$ cat config.mk
export PLATFORM = sky130hd
export DESIGN_NAME = crmt_ring
export DESIGN_NICKNAME = d
export VERILOG_FILES = /design/src/rtl/core/crmt_pkg.sv /design/src/rtl/core/crmt_cell.sv /design/src/rtl/core/crmt_ring.sv
export SDC_FILE = /design/constraint.sdc
export NUM_CORES = 2
export LEC_CHECK = 0
export BUFFER_PORTS_ARGS = -buffer_cell sky130_fd_sc_hd__buf_2
export CAP_MARGIN = 15
export CORE_MARGIN = 3
export CORE_UTILIZATION = 28
export CTS_CLUSTER_SIZE = 8
export DETAILED_ROUTE_END_ITERATION = 6
export GPL_TIMING_DRIVEN = 0
export PLACE_DENSITY = 0.39
export RECOVER_POWER = 25
export SLEW_MARGIN = 20
export SYNTH_ARGS = -nofsm -noshare
export SYNTH_HDL_FRONTEND = slang
export SYNTH_SLANG_ARGS = --single-unit
$ cat constraint.sdc
create_clock -name clk_i -period 1.9 [get_ports clk_i]
set_clock_uncertainty 0.15 [all_clocks]
set_input_delay 0.38 -clock clk_i [delete_from_list [all_inputs] [get_ports clk_i]]
set_output_delay 0.38 -clock clk_i [all_outputs]
set_load 0.05 [all_outputs]
$ cat src/rtl/core/crmt_pkg.sv
// Package for the CAN receive mailbox table: mailbox record type, status codes
// and identifier limits. Used by every module under rtl/core; depends on nothing.
package crmt_pkg;

  localparam int MAILBOXES_DEF = 16;
  localparam int BUSES_DEF     = 2;

  localparam logic [28:0] STD_ID_MAX = 29'h7FF;
  localparam logic [3:0]  DLC_MAX    = 4'd8;

  localparam logic [2:0] ST_REJECTED   = 3'd0;
  localparam logic [2:0] ST_FOUND_RX   = 3'd1;
  localparam logic [2:0] ST_FOUND_NONE = 3'd2;
  localparam logic [2:0] ST_SUBSCRIBED = 3'd3;
  localparam logic [2:0] ST_FULL       = 3'd4;
  localparam logic [2:0] ST_STORED     = 3'd5;
  localparam logic [2:0] ST_UNMATCHED  = 3'd6;

  localparam logic REQ_STORE = 1'b0;
  localparam logic REQ_QUERY = 1'b1;

  // One mailbox: its key, its latest frame and its sequence count.
  typedef struct packed {
    logic        used;
    logic [28:0] key_id;
    logic        key_ext;
    logic [28:0] frame_id;
    logic [3:0]  dlc;
    logic [63:0] payload;
    logic [31:0] seq;
  } crmt_slot_t;

endpackage

$ cat src/rtl/core/crmt_cell.sv
// One mailbox cell of the rotating chain: holds a mailbox record and takes its
// neighbor's record whenever the chain advances. Depends on crmt_pkg.
module crmt_cell (
  input  logic                   clk_i,
  input  logic                   rst_ni,
  input  logic                   load_i,
  input  crmt_pkg::crmt_slot_t   slot_i,
  output crmt_pkg::crmt_slot_t   slot_o
);
  import crmt_pkg::*;

  crmt_slot_t slot_q;

  always_ff @(posedge clk_i or negedge rst_ni) begin
    if (!rst_ni) begin
      slot_q <= '0;
    end else if (load_i) begin
      slot_q <= slot_i;
    end
  end

  assign slot_o = slot_q;

endmodule

$ cat src/rtl/core/crmt_ring.sv
// Mailbox chain of one bus: MAILBOXES cells that rotate one place per advance,
// the head cell feeding the compare logic and the tail taking its result back.
// Depends on crmt_pkg and crmt_cell.
module crmt_ring #(
  parameter int MAILBOXES = crmt_pkg::MAILBOXES_DEF
) (
  input  logic                   clk_i,
  input  logic                   rst_ni,
  input  logic                   shift_i,
  input  crmt_pkg::crmt_slot_t   tail_i,
  output crmt_pkg::crmt_slot_t   head_o
);
  import crmt_pkg::*;

  crmt_slot_t cell_q [MAILBOXES];
  crmt_slot_t cell_d [MAILBOXES];

  for (genvar i = 0; i < MAILBOXES; i++) begin : g_cell
    if (i == MAILBOXES - 1) begin : g_tail
      assign cell_d[i] = tail_i;
    end else begin : g_mid
      assign cell_d[i] = cell_q[i+1];
    end

    crmt_cell u_cell (
      .clk_i  (clk_i),
      .rst_ni (rst_ni),
      .load_i (shift_i),
      .slot_i (cell_d[i]),
      .slot_o (cell_q[i])
    );
  end

  assign head_o = cell_q[0];

endmodule

==> impl_metrics.tcl <==
set metrics [dict create \
    dpl_worst_slack_ns -2.54 \
    clockRootBuffer "clkbuf_16" \
    path_max_fanout 2 \
    cts_buffer_depth 4 \
    cpPeakStageDelay_ns 0.47 \
    reg2reg_slack_ns 0.56 \
    vias 46400 \
    cp_slowest_cell "dfrtp_2" \
    dr.pass1.iters 4 \
    fin_util_pct 34.5 \
    cts_buffers 359 \
    antenna_found_initial 13 \
    drive_above_1_share_pct 57.4 \
    layout.nets 6557 \
    route.detailed.wl_per_inst_um 19.4 \
    startpoint "g_cell[0].u_cell.slot_o[85]$_DFFE_PN0P_" \
    overflow 0 \
    fmax_mhz 488 \
    dr.first_iter.drc_count 1652 \
    worstMarginPinSlew_ns 1.60 \
    relSlewSlack_pct -6.35 \
    grt_start_max_net_pins 138 \
    die_w_um 591 \
    fillers 32400 \
    syn_avg_cell_area_um2 17.8 \
    p_seq_share_pct 48.9 \
    period_needed_ns 2.05 \
    track_usage_pct 12.1 \
    path_class "register to output port" \
    die_area_mm2 0.350 \
    layout_commonest_cell "mux2_2" \
    syn_nets 5568 \
    viasPerCell 4.23 \
    yosysUniqueCellTypes 4 \
    synthCells 5405 \
    multi_input_area_mm2 0.0288 \
    hold_viol_final 18 \
    htreeDepth 5 \
    cp-start-kind "register" \
    grt_setup_unrepaired "true" \
    dp_cells 10300 \
    p_int_w 0.131 \
    yosys.area.top_type "dfrtp_1" \
    cts_sinks 2560 \
    instances_no_fill 11000 \
    fp.coreArea_mm2 0.341 \
    io_buffer_count 321 \
    finalSetupViolations 244 \
    clk_pin_slew_worst_paths_ns 0.05 \
    die-height_um 591 \
    fin_crit_sh_pct 108 \
    num_rows 214 \
    initial_core_util_pct 28.2 \
    swShare_pct 28.3 \
    area.growth.synth_to_final_pct 22.5 \
    drv_slew 63 \
    wirelength_um 213000 \
    min_path_type "input pin to async pin" \
    yosys_register_bits 2560 \
    finish.instance_area_mm2 0.118 \
    synth_top_area_share_pct 66.7 \
    grt_pass1_wl_um 331000 \
    hpwlAfterDp_um 143000 \
    peakVddDrop_v 0.000770 \
    insertion_delay_ns 0.89 \
    violations "hold timing, capacitance limit, slew limit, setup timing" \
    whs_ns -0.0204 \
    p_leak_nw 50.9 \
    pwr-share-comb_pct 20.0 \
    setup_ws_ns -0.148 \
    crit_chain "buf_6" \
    cts_tree "done" \
    synthTopCellsByArea "dfrtp_1 (67%), mux2_2 (30%), buf_6 (3.1%)" \
    worstPathArrival_ns 1.52 \
    p_sw_w 0.0516 \
    largest_reg_flops 2560 \
    first_global_vias 51400 \
    drtAntennaViolNets 0 \
    final_cell_mix "mux2_2 (2560), dfrtp_1 (2548), buf_6 (384)" \
    syn-cell-area_mm2 0.0960 \
    status "complete, but fails checks" \
    cap_violations 1 \
    p_clk_share_pct 31.0 \
    path_buf_inv 1 \
    place_congestion 0.699 \
    placed_area_mm2 0.104 \
    path_delay_family "flip-flops" \
    drcViolationCount 0 \
    fin_setup_tns_ns -9.47 \
    crit_required_ns 1.37 \
    yosysSeqAreaShare_pct 66.7 \
    regToRegStartpoint "g_cell[15].u_cell.slot_o[130]$_DFFE_PN0P_" \
    endpoint_kind "output port" \
    num_io_pins 323 \
    seq_area_mm2 0.0641 \
    yosys_warnings 0 \
    powerDensity_mw_per_mm2 1550 \
]
-- synthesized netlist by cell type --
| cell type | instances |
|---|---|
| buf_2 | 18 |
| buf_6 | 267 |
| mux2_2 | 2560 |
| dfrtp_1 | 2560 |
-- through the flow --
step	total power (W)	hold WS [ns]
2_1_floorplan	0.109	-0.0656
3_3_place_gp	0.122	0.331
3_5_place_dp	0.124	0.137
4_1_cts	0.186	-0.584
5_1_grt	0.194	-0.0418
6_report	0.182	-0.0204
-- power groups by stage --
| stage | Sequential (W) | Combinational (W) | Clock (W) |
|---|---|---|---|
| floorplan | 0.0885 | 0.0206 | 0 |
| global placement | 0.0905 | 0.0315 | 0 |
| detailed placement | 0.0903 | 0.0333 | 0 |
| CTS | 0.0899 | 0.0369 | 0.0593 |
| global route | 0.0924 | 0.0398 | 0.0615 |
| finish | 0.0893 | 0.0366 | 0.0566 |
-- repair_timing --
action	in CTS	in global routing
setup endpoints to repair	1468	1176
hold buffers	169	22
resized for setup	355	20
cloned	17	11
pin swaps	0	0
endpoints found under the hold margin	552	219
buffers inserted	48	19
-- cells by family after synthesis --
| logic type | count (synthesis) | share of synthesized area (%) |
|---|---|---|
| multiplexers | 2560 | 30.0 |
| buffers and inverters | 285 | 3.23 |
| flip-flops | 2560 | 66.7 |
-- final cells by class --
type,count,area share (%)
Sequential cell,2560,54.5
Multi-Input combinational cell,2560,24.5
Clock buffer,375,7.82
Timing Repair Buffer,628,5.43
Tap cell,4536,4.83
Buffer,285,2.58
Clock inverter,21,0.302
Antenna cell,5,0.0106
-- layer usage --
metal / share of wire (%) / track usage [%]
met1: 49 / 17.7
met5: 0 / 0
met4: 2.0 / 2.86
met3: 4.7 / 2.58
met2: 44 / 18.3
-- final timing paths --
check | depth (start not counted) | endpoint
min | 6 | g_cell[15].u_cell.slot_o[23]$_DFFE_PN0P_
min in group clk_i | 3 | g_cell[15].u_cell.slot_o[114]$_DFFE_PN0P_
min reg2reg | 1 | g_cell[6].u_cell.slot_o[68]$_DFFE_PN0P_
max reg2reg | 1 | g_cell[14].u_cell.slot_o[130]$_DFFE_PN0P_
max in group asynchronous | 10 | g_cell[11].u_cell.slot_o[107]$_DFFE_PN0P_
max | 1 | head_o[85]
Power figures use the tool's default switching activity.
